<file path="src/rtl/entity_allocator_with_type_masks_defines.svh">
// Assertion macros shared by the allocator RTL.
`ifndef ENTITY_ALLOCATOR_WITH_TYPE_MASKS_DEFINES_SVH
`define ENTITY_ALLOCATOR_WITH_TYPE_MASKS_DEFINES_SVH

// Consequent must hold in the same cycle as the antecedent.
`define EA_ASSERT_SAME(label, clk, rst_n, ante, cons, msg) \
    label: assert property (@(posedge clk) disable iff (!rst_n) (ante) |-> (cons)) \
        else $error(msg);

// Consequent must hold in the cycle after the antecedent.
`define EA_ASSERT_NEXT(label, clk, rst_n, ante, cons, msg) \
    label: assert property (@(posedge clk) disable iff (!rst_n) (ante) |=> (cons)) \
        else $error(msg);

`endif

</file>
<file path="src/rtl/ent_alloc_pkg.sv">
package ent_alloc_pkg;

    // Default sizing
    localparam int MAX_ENTITIES_DEF = 256;
    localparam int MASK_BITS_DEF    = 64;

    // Fixed field widths
    localparam int MODE_W     = 3;
    localparam int ENT_W      = 8;
    localparam int CTYPE_W    = 6;
    localparam int STATUS_W   = 3;
    localparam int MASK_W     = 64;
    localparam int LIVE_W     = 9;
    localparam int NTYPES_W   = 7;
    localparam int CFG_IDX_W  = 2;
    localparam int CFG_DATA_W = 64;

    // Operation codes
    localparam logic [MODE_W-1:0] MODE_CREATE = 3'd0;
    localparam logic [MODE_W-1:0] MODE_DELETE = 3'd1;
    localparam logic [MODE_W-1:0] MODE_CLONE  = 3'd2;
    localparam logic [MODE_W-1:0] MODE_ADD    = 3'd3;
    localparam logic [MODE_W-1:0] MODE_REMOVE = 3'd4;

    // Status codes
    localparam logic [STATUS_W-1:0] ST_OK       = 3'd0;
    localparam logic [STATUS_W-1:0] ST_RANGE    = 3'd1;
    localparam logic [STATUS_W-1:0] ST_INACTIVE = 3'd2;
    localparam logic [STATUS_W-1:0] ST_NOFREE   = 3'd3;
    localparam logic [STATUS_W-1:0] ST_TYPE     = 3'd4;

    // Register indexes
    localparam logic [CFG_IDX_W-1:0] REG_NUM_TYPES       = 2'd0;
    localparam logic [CFG_IDX_W-1:0] REG_TYPES_WITH_DATA = 2'd1;

    localparam logic [NTYPES_W-1:0] NUM_TYPES_RST = 7'd64;

    // Controller to datapath commands
    typedef struct packed {
        logic clr_en;
        logic accept;
        logic commit;
    } ctrl_cmd_t;

    // Datapath to controller status
    typedef struct packed {
        logic clr_last;
    } dp_status_t;

endpackage

</file>
<file path="src/rtl/ent_alloc_ctrl.sv">
module ent_alloc_ctrl (
    input  logic                      clk,
    input  logic                      rst_n,
    input  logic                      in_valid,
    output logic                      in_ready,
    output logic                      out_valid,
    input  logic                      out_ready,
    input  ent_alloc_pkg::dp_status_t sts,
    output ent_alloc_pkg::ctrl_cmd_t  cmd
);
    import ent_alloc_pkg::*;

    localparam logic [1:0] S_CLEAR = 2'd0;
    localparam logic [1:0] S_IDLE  = 2'd1;
    localparam logic [1:0] S_EXEC  = 2'd2;

    logic [1:0] state_reg, state_next;
    logic       out_valid_reg, out_valid_next;
    logic       out_free;

    // Output slot is free when empty or being drained this cycle
    assign out_free  = !out_valid_reg || out_ready;
    assign out_valid = out_valid_reg;

    // Sequencer
    always_comb
    begin
        cmd        = '0;
        in_ready   = 1'b0;
        state_next = state_reg;
        case (state_reg)
            S_CLEAR:
            begin
                cmd.clr_en = 1'b1;
                if (sts.clr_last)
                begin
                    state_next = S_IDLE;
                end
            end
            S_IDLE:
            begin
                in_ready = 1'b1;
                if (in_valid)
                begin
                    cmd.accept = 1'b1;
                    state_next = S_EXEC;
                end
            end
            S_EXEC:
            begin
                if (out_free)
                begin
                    cmd.commit = 1'b1;
                    state_next = S_IDLE;
                end
            end
            default:
            begin
                state_next = S_CLEAR;
            end
        endcase
    end

    // Result valid flag
    always_comb
    begin
        if (cmd.commit)
        begin
            out_valid_next = 1'b1;
        end
        else
        begin
            out_valid_next = out_valid_reg && !out_ready;
        end
    end

    always_ff @(posedge clk or negedge rst_n)
    begin
        if (!rst_n)
        begin
            state_reg     <= S_CLEAR;
            out_valid_reg <= 1'b0;
        end
        else
        begin
            state_reg     <= state_next;
            out_valid_reg <= out_valid_next;
        end
    end

endmodule

</file>
<file path="config.mk">
export PLATFORM = sky130hd
export DESIGN_NAME = ent_alloc_ctrl
export DESIGN_NICKNAME = d
export VERILOG_FILES = /design/src/rtl/entity_allocator_with_type_masks_defines.svh /design/src/rtl/ent_alloc_pkg.sv /design/src/rtl/ent_alloc_ctrl.sv
export SDC_FILE = /design/constraint.sdc
export NUM_CORES = 1
export LEC_CHECK = 0
export BUFFER_PORTS_ARGS = -buffer_cell sky130_fd_sc_hd__buf_2
export CORE_AREA = 2 2 39 41
export CTS_CLUSTER_DIAMETER = 50
export DETAILED_ROUTE_END_ITERATION = 10
export DIE_AREA = 0 0 41 43
export PLACE_DENSITY = 0.3
export SYNTH_ARGS = -nofsm -noshare
export SYNTH_HDL_FRONTEND = slang
export SYNTH_SLANG_ARGS = --single-unit
</file>
<file path="constraint.sdc">
create_clock -name clk -period 1.4 [get_ports clk]
set_input_delay 0.28 -clock clk [delete_from_list [all_inputs] [get_ports clk]]
set_output_delay 0.28 -clock clk [all_outputs]
set_load 0.02 [all_outputs]
</file>
# == Yosys cells after proc, flatten, opt, wreduce, memory -nomap -nowiden ==
# Cells that the tools add are included.
# classes
n_reduce_logical,6
n_eq_ne,5
mux,11
# ops
operator,n
1-bit 2-to-1 mux,7
2-bit 2-to-1 mux,3
"2-bit inequality test, second input constant",3
2-bit case mux with 3 select lines,1
3-bit AND reduction,1
"2-bit by 1-bit == test with 1-bit output, second input constant",1
"2-bit == test, second input constant",1
1-bit zero test,2
2-bit zero test,1
1-bit logical AND,1
1-bit logical OR,1
# totals
elab_cells,24
output_inout_bits,5
ff_bits,3
input_bits,5

# == Depth between registers and ports, before layout ==
# Gate-level depths: netlist of the first run.
# logic_depth
word_depth,5
ltp_mapped,2
depth_no_buf,2

# == Least setup slack after synthesis of the first run ==
# OpenSTA, ideal clock, no wires.
# synth_timing
kind,reg-to-output
startpoint,register out_valid_reg (netlist: out_valid)
endpoint,output port cmd[0] (netlist bit)
n_path_buf,0
setup_slack_ns,0.199
arrival_time_ns,0.921
required_ns,1.120
stages_incl_launch_ff,3
cell_sequence,dfrtp_1 nor2b_1 nor2_1
# synth_lines
item,line,text
from (decl),ent_alloc_ctrl.sv:18,"logic out_valid_reg, out_valid_next;"
from (signal assigned),ent_alloc_ctrl.sv:87,out_valid_reg <= out_valid_next;
to (decl),ent_alloc_ctrl.sv:9,output ent_alloc_pkg::ctrl_cmd_t cmd

==> impl_results.html, run 1 <==
<table>
<tr><th>Metric</th><th>Value</th></tr>
<tr><th colspan="2">Clock network</th></tr>
<tr><td>Insertion delay to the later sink of the worst-skew pair</td><td>approximately 0.23 ns</td></tr>
<tr><td>Number of H-tree branching levels</td><td>1</td></tr>
<tr><td>Total number of clock tree sinks</td><td>3</td></tr>
<tr><td>CTS Buffer Depth</td><td>2</td></tr>
<tr><td>Number of clock buffers inserted by TritonCTS</td><td>3</td></tr>
<tr><td>Clock tree from TritonCTS</td><td>built</td></tr>
<tr><td>Buffer type at the clock tree root</td><td>clkbuf_4</td></tr>
<tr><td>Clock transition at path regs</td><td>0.04 ns</td></tr>
<tr><th colspan="2">Synthesis</th></tr>
<tr><td>Post-synthesis async set-or-reset flop share</td><td>between 90% and 100%</td></tr>
<tr><td>Synth cell types</td><td>9</td></tr>
<tr><td>Biggest area consumer among synthesized cells</td><td>dfrtp_1</td></tr>
<tr><td>Primary FF master, synth</td><td>dfrtp_1</td></tr>
<tr><td>Most numerous cell types in the synthesized netlist</td><td>4 x nor2_1, 3 x dfrtp_1, 2 x nand2_1, 2 x nor2b_1</td></tr>
<tr><td>Netlist area before placement</td><td>approximately 150 sq um</td></tr>
<tr><td>Share of the yosys chip area belonging to registers</td><td>around half</td></tr>
<tr><td>Cell with the most instances after synthesis</td><td>nor2_1</td></tr>
<tr><td>Share of the synthesized area in the top cell type</td><td>between 40% and 50%</td></tr>
<tr><td>Cell types occupying the most area after synthesis</td><td>dfrtp_1 49%, o32ai_2 11%, nor2_1 9.8%, nor2b_1 8.1%, nand2b_2 5.7%</td></tr>
<tr><td>Syn_nets</td><td>21</td></tr>
<tr><td>Number of synthesized register bits</td><td>3</td></tr>
<tr><td>Total of warnings raised by yosys</td><td>0</td></tr>
<tr><td>Number of enable flip-flop cells after synthesis</td><td>0</td></tr>
<tr><td>Mean instance size in the synthesized netlist</td><td>9.62 sq um</td></tr>
<tr><td>Synthesized instance count</td><td>16</td></tr>
<tr><th colspan="2">Place</th></tr>
<tr><td>Estimated wirelength of the detail-placed design</td><td>between 200 and 300 um</td></tr>
<tr><td>Pre-CTS setup slack</td><td>0.241 ns</td></tr>
<tr><td>GP Congestion</td><td>between 0.6 and 0.7</td></tr>
<tr><td>Placed Cells</td><td>between 40 and 50</td></tr>
<tr><td>IO Port Bufs</td><td>9</td></tr>
<tr><th colspan="2">Detailed routing</th></tr>
<tr><td>Wire length reported by the detailed router</td><td>roughly 370 um</td></tr>
<tr><td>Total via count after detailed routing</td><td>between 150 and 200</td></tr>
<tr><td>Initial detailed-routing violation count</td><td>0</td></tr>
<tr><td>Count of TritonRoute iterations in the first routing pass</td><td>1</td></tr>
<tr><td>Remaining design rule violation count</td><td>0</td></tr>
<tr><td>Wire per inst</td><td>around 8 um</td></tr>
<tr><td>Antenna violation net count after detailed routing</td><td>0</td></tr>
<tr><td>Ratio of routed vias to standard cells</td><td>between 3 and 4</td></tr>
<tr><th colspan="2">Global route</th></tr>
<tr><td>Overall fraction of global-route tracks in use</td><td>5.34%</td></tr>
<tr><td>Pin count of the biggest net entering global routing</td><td>7</td></tr>
<tr><td>Number of antenna violations at the first check in global routing</td><td>0</td></tr>
<tr><td>Wire length of the first global-routing pass</td><td>about 560 um</td></tr>
<tr><td>Number of global-route vias before repair</td><td>approximately 150</td></tr>
<tr><td>Grt total ovfl</td><td>0</td></tr>
<tr><th colspan="2">Floorplan</th></tr>
<tr><td>Vert. Die Dim</td><td>~43 um</td></tr>
<tr><td>Total Die Area</td><td>approximately 1800 sq um</td></tr>
<tr><td>FP Rows</td><td>14</td></tr>
<tr><td>Width of the die</td><td>a little over 40 um</td></tr>
<tr><td>Effective utilization at floorplan</td><td>11.1%</td></tr>
<tr><td>Total I/O pin count</td><td>10</td></tr>
<tr><td>Floorplan Core Area</td><td>between 1000 and 1500 sq um</td></tr>
<tr><th colspan="2">Timing</th></tr>
<tr><td>RSZ-0062 raised after global routing</td><td>no</td></tr>
<tr><td>Fmax achieved</td><td>roughly 760 MHz</td></tr>
<tr><td>Final cycle utilization of the critical path</td><td>between 90% and 100%</td></tr>
<tr><td>Slack of the critical path</td><td>about 0.085 ns</td></tr>
<tr><td>Worst hold slack</td><td>between 0.3 and 0.4 ns</td></tr>
<tr><td>Post-Route Skew</td><td>0.00202 ns</td></tr>
<tr><td>Max_slew headroom</td><td>between 80% and 90%</td></tr>
<tr><td>Count of endpoints failing setup in the final report</td><td>0</td></tr>
<tr><td>Total negative setup slack</td><td>0 ns</td></tr>
<tr><td>Final Max Tran Viols</td><td>0</td></tr>
<tr><td>Post-layout min period</td><td>1.31 ns</td></tr>
<tr><td>Worst Tran Pin Value</td><td>0.255 ns</td></tr>
<tr><td>Count of endpoints failing hold in the final timing report</td><td>0</td></tr>
<tr><th colspan="2">Cells and area</th></tr>
<tr><td>N_diodes</td><td>0</td></tr>
<tr><td>Non-filler cells, final</td><td>47</td></tr>
<tr><td>Flip-flop count of the largest register, all copies and words added</td><td>2</td></tr>
<tr><td>NumNets Final</td><td>37</td></tr>
<tr><td>Proportion of layout cells with a drive suffix above 1</td><td>about half</td></tr>
<tr><td>Area Growth Syn to Fin</td><td>75.6%</td></tr>
<tr><td>Filler cell count in the final layout</td><td>between 150 and 200</td></tr>
<tr><th colspan="2">Worst hold path</th></tr>
<tr><td>Type of the tightest min-delay check</td><td>in2reg</td></tr>
<tr><th colspan="2">Setup path</th></tr>
<tr><td>Crit Path Class</td><td>reg2out</td></tr>
<tr><td>Required time reported for the critical path endpoint</td><td>about 1.1 ns</td></tr>
<tr><td>Nature of the critical path endpoint</td><td>output port</td></tr>
<tr><td>Max FO, Critical Path</td><td>5</td></tr>
<tr><td>Arrival time worst endpoint</td><td>about 1.0 ns</td></tr>
<tr><td>Crit start category</td><td>register</td></tr>
<tr><th colspan="2">Power</th></tr>
<tr><td>Leakage power summed over all cells</td><td>between 0.1 and 0.15 nW</td></tr>
<tr><td>PnR Total Power</td><td>around 630 uW</td></tr>
<tr><td>Power density cells</td><td>~2300 nW/um^2</td></tr>
<tr><td>Maximum ir drop on the vdd rail</td><td>between 600 and 700 uV</td></tr>
<tr><th colspan="2">Status</th></tr>
<tr><td>Run status</td><td>finished clean</td></tr>
<tr><th colspan="2">Run</th></tr>
<tr><td>Number of max-capacitance violations reported</td><td>0</td></tr>
</table>
## critical path, cell delays in order, from the launching register on
cell,delay [ns]
dfrtp_1,0.40
nand2b_4,0.17
nor2_1,0.09
buf_4,0.14
## what timing repair did
action                                 4_1_cts  5_1_grt
pin swaps                                    0        0
endpoints found under the hold margin        3        0
hold buffers                                 1        0
gates resized for setup                      1        1
setup endpoints to repair                    1        1
gates cloned                                 0        0
buffers inserted                             1        0
## cell usage in the layout, fill, tap and decap left out
master / synthesis / routed
and2_1: 1 / 1
buf_2: 0 / 8
buf_4: 0 / 2
clkbuf_1: 0 / 1
clkbuf_4: 0 / 3
dfrtp_1: 3 / 3
dlygate4sd3_1: 0 / 1
nand2_1: 2 / 2
nand2b_1: 1 / 1
nand2b_4: 0 / 1
nor2_1: 4 / 4
nor2b_1: 2 / 2
o22ai_1: 1 / 1
o32ai_2: 1 / 1
## layout make-up
class / count / area [sq um] / area share (%)
clock buffers: 4 / 26.3 / 9.72
multi-input cells: 13 / 83.8 / 31.0
flip-flops and latches: 3 / 75.1 / 27.8
well taps: 16 / 20.0 / 7.41
repair buffers: 11 / 65.1 / 24.1
## per-layer routing
layer	part of all wire, %	vias to the layer above	track usage, %
met5	0	-	0
met4	0	0	8.00
met3	13	0	1.57
met2	37	9	5.31
met1	50	62	6.82
li1	-	84	-
## kinds of logic (layout without fill, tap and decap cells)
family                 Yosys count  count (layout)  share of synthesized area, %
AOI/OAI and AO/OA                2               2                          14.6
DFF                              3               3                          48.8
and+or+nand+nor                 11              11                          36.6
buffers and inverters            0              15                             0
## path summary, 6_finish.rpt
| check | slack, ns | end | from | depth (start not counted) |
|---|---|---|---|---|
| setup / recovery | 0.09 | cmd[0] | state_reg[0] | 3 |
| hold / removal | 0.34 | out_valid | out_ready | 3 |
| setup reg to reg | 0.49 | state_reg[0] | state_reg[0] | 2 |
| hold reg to reg | 0.53 | out_valid | out_valid | 2 |
| max in group asynchronous | 0.93 | state_reg[1] | rst_n | 2 |
| min in group asynchronous | 0.37 | out_valid | rst_n | 2 |
## power by group
part | internal [mW] | total, mW | switching, mW | leakage (nW)
sequential | 0.126 | 0.175 | 0.0489 | 0.0379
clock | 0.107 | 0.149 | 0.0427 | 0.0150
combinational | 0.143 | 0.309 | 0.166 | 0.0890
## stage by stage
step / cell area [sq um] / utilization (%)
2_1_floorplan: 154 / -
3_3_place_gp: 219 / 15.8
3_5_place_dp: 219 / 15.8
4_1_cts: 265 / 19.2
5_1_grt: 270 / 19.5
6_report: 270 / 19.5
Power figures use the tool's default switching activity.
==> inputs of run 2 (changes only) <==
==> constraint.sdc (replaced) <==
create_clock -name clk -period 1.65 [get_ports clk]
set_input_delay 0.33 -clock clk [delete_from_list [all_inputs] [get_ports clk]]
set_output_delay 0.33 -clock clk [all_outputs]
set_load 0.02 [all_outputs]
==> run 2 against run 1 <==
Compared with the run above:
- non-clock buffer count decreased by 1
- clock power decreased by 15%
- sequential cell count unchanged
- global-route usage decreased by 0.20 points
- routed wire length decreased by 2.4%
- sequential power decreased by 17%
- sequential share of layout area increased by 1.6 points
- utilization decreased by 1.1 points
- worst setup slack improved by 0.087 ns
- final cell count decreased by 2.1%
- combinational power decreased by 25%
- worst hold slack improved by 0.054 ns
- largest cell class unchanged
==> impl_results.html, run 2 (same netlist as run 1, synthesis figures left out) <==
<table>
<tr><th>Metric</th><th>Value</th></tr>
<tr><th colspan="2">Detailed routing</th></tr>
<tr><td>Total routed wire length on the met1 layer</td><td>171 um (-7.6%)</td></tr>
<tr><td>Wire per inst</td><td>7.91 um (-0.29%)</td></tr>
<tr><td>Wire length reported by the detailed router</td><td>364 um (-2.4%)</td></tr>
<tr><td>Initial detailed-routing violation count</td><td>1 (+1)</td></tr>
<tr><td>Total via count after detailed routing</td><td>155 (unchanged)</td></tr>
<tr><td>Top routing layer used</td><td>met3</td></tr>
<tr><td>Met2 layer wire length in the routed design</td><td>128 um (-7.9%)</td></tr>
<tr><td>Met3 wire length</td><td>63 um (+31%)</td></tr>
<tr><td>Ratio of routed vias to standard cells</td><td>3.37 (+2.2%)</td></tr>
<tr><td>Antenna violation net count after detailed routing</td><td>0 (unchanged)</td></tr>
<tr><td>Remaining design rule violation count</td><td>0 (unchanged)</td></tr>
<tr><td>Count of TritonRoute iterations in the first routing pass</td><td>4 (+3)</td></tr>
<tr><th colspan="2">Setup path</th></tr>
<tr><td>Nature of the critical path endpoint</td><td>output port</td></tr>
<tr><td>Arrival time worst endpoint</td><td>1.15 ns (+0.12 ns)</td></tr>
<tr><td>CP max stage delay</td><td>0.41 ns (about the same)</td></tr>
<tr><td>Crit-path leading delay family</td><td>flip-flops</td></tr>
<tr><td>Crit Path Class</td><td>reg2out</td></tr>
<tr><td>Max FO, Critical Path</td><td>6 (+1)</td></tr>
<tr><td>Worst path cell trace</td><td>nand2b_2 -&gt; nor2_1 -&gt; buf_2</td></tr>
<tr><td>Worst Reg-to-Reg Cells</td><td>2 (unchanged)</td></tr>
<tr><td>Crit start category</td><td>register</td></tr>
<tr><td>Worst setup startpoint</td><td>state_reg[0]</td></tr>
<tr><td>Endpoint of the most critical register-to-register path</td><td>state_reg[0]</td></tr>
<tr><td>Capture point of the critical path</td><td>cmd[0]</td></tr>
<tr><td>Reg2reg setup slack</td><td>0.73 ns (+0.24 ns)</td></tr>
<tr><td>CP bufs+invs</td><td>1 (unchanged)</td></tr>
<tr><td>Startpoint of the most critical register-to-register path</td><td>state_reg[0]</td></tr>
<tr><td>Critical Path Slowest Stage Cell</td><td>dfrtp_1</td></tr>
<tr><td>Number of gates on the worst path with buffers counted</td><td>3 (unchanged)</td></tr>
<tr><td>Required time reported for the critical path endpoint</td><td>1.32 ns (+0.20 ns)</td></tr>
<tr><th colspan="2">Place</th></tr>
<tr><td>GP Congestion</td><td>0.614 (unchanged)</td></tr>
<tr><td>Estimated wirelength of the detail-placed design</td><td>283 um (+0.75%)</td></tr>
<tr><td>Pre-CTS setup slack</td><td>0.420 ns (+0.179 ns)</td></tr>
<tr><td>IO Port Bufs</td><td>9 (unchanged)</td></tr>
<tr><th colspan="2">Power</th></tr>
<tr><td>Leakage power summed over all cells</td><td>0.132 nW (-7.0%)</td></tr>
<tr><td>Power density cells</td><td>1970 nW/um^2 (-16%)</td></tr>
<tr><td>Maximum ir drop on the vdd rail</td><td>523 uV (-21%)</td></tr>
<tr><td>PnR Total Power</td><td>504 uW (-21%)</td></tr>
<tr><th colspan="2">Clock network</th></tr>
<tr><td>Buffer type at the clock tree root</td><td>clkbuf_4</td></tr>
<tr><td>Number of clock buffers inserted by TritonCTS</td><td>3 (unchanged)</td></tr>
<tr><td>Clock transition at path regs</td><td>0.04 ns (about the same)</td></tr>
<tr><td>Total number of clock tree sinks</td><td>3 (unchanged)</td></tr>
<tr><td>Number of H-tree branching levels</td><td>1 (unchanged)</td></tr>
<tr><td>CTS Buffer Depth</td><td>2 (unchanged)</td></tr>
<tr><td>Post-CTS setup-driven buffer insertion count</td><td>0 (-1)</td></tr>
<tr><td>Insertion delay to the later sink of the worst-skew pair</td><td>0.23 ns (about the same)</td></tr>
<tr><td>Clock tree from TritonCTS</td><td>built</td></tr>
<tr><th colspan="2">Global route</th></tr>
<tr><td>Number of global-route vias before repair</td><td>145 (-0.68%)</td></tr>
<tr><td>Grt total ovfl</td><td>0 (unchanged)</td></tr>
<tr><td>Pin count of the biggest net entering global routing</td><td>7 (unchanged)</td></tr>
<tr><td>Wire length of the first global-routing pass</td><td>552 um (-1.1%)</td></tr>
<tr><td>Number of antenna violations at the first check in global routing</td><td>0 (unchanged)</td></tr>
<tr><td>Overall fraction of global-route tracks in use</td><td>5.14% (-0.20 points)</td></tr>
<tr><th colspan="2">Timing</th></tr>
<tr><td>Count of endpoints failing hold in the final timing report</td><td>0 (unchanged)</td></tr>
<tr><td>Max_slew headroom</td><td>86.1% (+3.1 points)</td></tr>
<tr><td>Post-layout min period</td><td>roughly 1.5 ns</td></tr>
<tr><td>Count of endpoints failing setup in the final report</td><td>0 (unchanged)</td></tr>
<tr><td>Post-Route Skew</td><td>0.00158 ns (-0.000441 ns)</td></tr>
<tr><td>RSZ-0062 raised after global routing</td><td>no</td></tr>
<tr><td>Final Max Tran Viols</td><td>0 (unchanged)</td></tr>
<tr><td>Worst Tran Pin Value</td><td>0.209 ns (-0.0462 ns)</td></tr>
<tr><td>Fmax achieved</td><td>676 MHz</td></tr>
<tr><td>Final cycle utilization of the critical path</td><td>89.6%</td></tr>
<tr><td>Total negative setup slack</td><td>0 ns (unchanged)</td></tr>
<tr><td>Slack of the critical path</td><td>0.172 ns (+0.0866 ns)</td></tr>
<tr><th colspan="2">Cells and area</th></tr>
<tr><td>Post-route core utilization</td><td>18.4% (-1.1 points)</td></tr>
<tr><td>Area Growth Syn to Fin</td><td>65.9%</td></tr>
<tr><td>Flip-flop count of the largest register, all copies and words added</td><td>2 (unchanged)</td></tr>
<tr><td>N_diodes</td><td>0 (unchanged)</td></tr>
<tr><td>NumNets Final</td><td>36 (-2.7%)</td></tr>
<tr><td>Proportion of layout cells with a drive suffix above 1</td><td>46.7% (-1.7 points)</td></tr>
<tr><td>Leading cell type in the layout, fill and taps excluded</td><td>buf_2</td></tr>
<tr><td>Top library cells by usage in the layout, fill and taps aside</td><td>9 x buf_2, 4 x nor2_1, 3 x clkbuf_4, 3 x dfrtp_1</td></tr>
<tr><th colspan="2">Floorplan</th></tr>
<tr><td>Vert. Die Dim</td><td>43 um (unchanged)</td></tr>
<tr><td>Floorplan Core Area</td><td>1380 sq um (unchanged)</td></tr>
<tr><td>Effective utilization at floorplan</td><td>11.1% (unchanged)</td></tr>
<tr><td>Total I/O pin count</td><td>10 (unchanged)</td></tr>
<tr><td>Width of the die</td><td>41 um (unchanged)</td></tr>
<tr><td>FP Rows</td><td>14 (unchanged)</td></tr>
<tr><td>Total Die Area</td><td>1760 sq um (unchanged)</td></tr>
<tr><th colspan="2">Worst hold path</th></tr>
<tr><td>Type of the tightest min-delay check</td><td>in2reg</td></tr>
<tr><th colspan="2">Run</th></tr>
<tr><td>Number of max-capacitance violations reported</td><td>0 (unchanged)</td></tr>
<tr><th colspan="2">Status</th></tr>
<tr><td>Run status</td><td>finished clean</td></tr>
</table>
[run 2: changes by cell type in the layout (fill, tap and decap cells not counted)]
cell | previous run | this run
buf_2 | 8 | 9
nand2b_4 | 1 | 0
nand2b_2 | 0 | 1
buf_4 | 2 | 0
[run 2: worst min path at each step]
stage,start,to,slack (ns),cells past startpoint
floorplan,rst_n,out_valid,0.03,0
global placement,rst_n,out_valid,0.13,1
detailed placement,rst_n,state_reg[1],0.13,1
CTS,out_ready,out_valid,0.39,3
global route,out_ready,state_reg[0],0.43,3
finish,out_ready,out_valid,0.40,3
[run 2: area by class of cell]
| class | count | area (sq um) |
|---|---|---|
| timing repair buffer | 10 | 55.1 |
| multi-input combinational | 13 | 78.8 |
| clock buffer | 4 | 26.3 |
| tap | 16 | 20.0 |
| fill | 165 | 1130 |
| sequential | 3 | 75.1 |
[run 2: repair_timing]
item                                   CTS  global route
endpoints found under the hold margin    3             0
hold buffers                             1             0
resized for setup                        0             0
[run 2: metal layers]
metal | vias to the layer above | GRT usage [%]
met3 | 0 | 2.09
met2 | 9 | 4.38
met1 | 65 | 6.82
li1 | 81 | -
met5 | - | 0
met4 | 0 | 8.00
[run 2: metrics by stage]
| step | std cells | area [sq um] | hold slack [ns] |
|---|---|---|---|
| 3_3_place_gp | 41 | 219 | 0.125 |
| 3_5_place_dp | 41 | 219 | 0.128 |
| 4_1_cts | 46 | 255 | 0.394 |
| 6_report | 46 | 255 | 0.398 |
| 5_1_grt | 46 | 255 | 0.433 |
| 2_1_floorplan | 16 | 154 | 0.0344 |
[run 2: where the power goes]
part	switching [mW]	internal, mW	total [mW]
logic	0.135	0.0956	0.231
registers	0.0394	0.107	0.146
clock network	0.0358	0.0905	0.126
total	0.211	0.293	0.504
[run 2: tightest hold or removal path: cells and delay by family]
| kind | cells | cell delay (ns) |
|---|---|---|
| and+or+nand+nor | 2 | 0.17 |
| buffers and inverters | 1 | 0.08 |
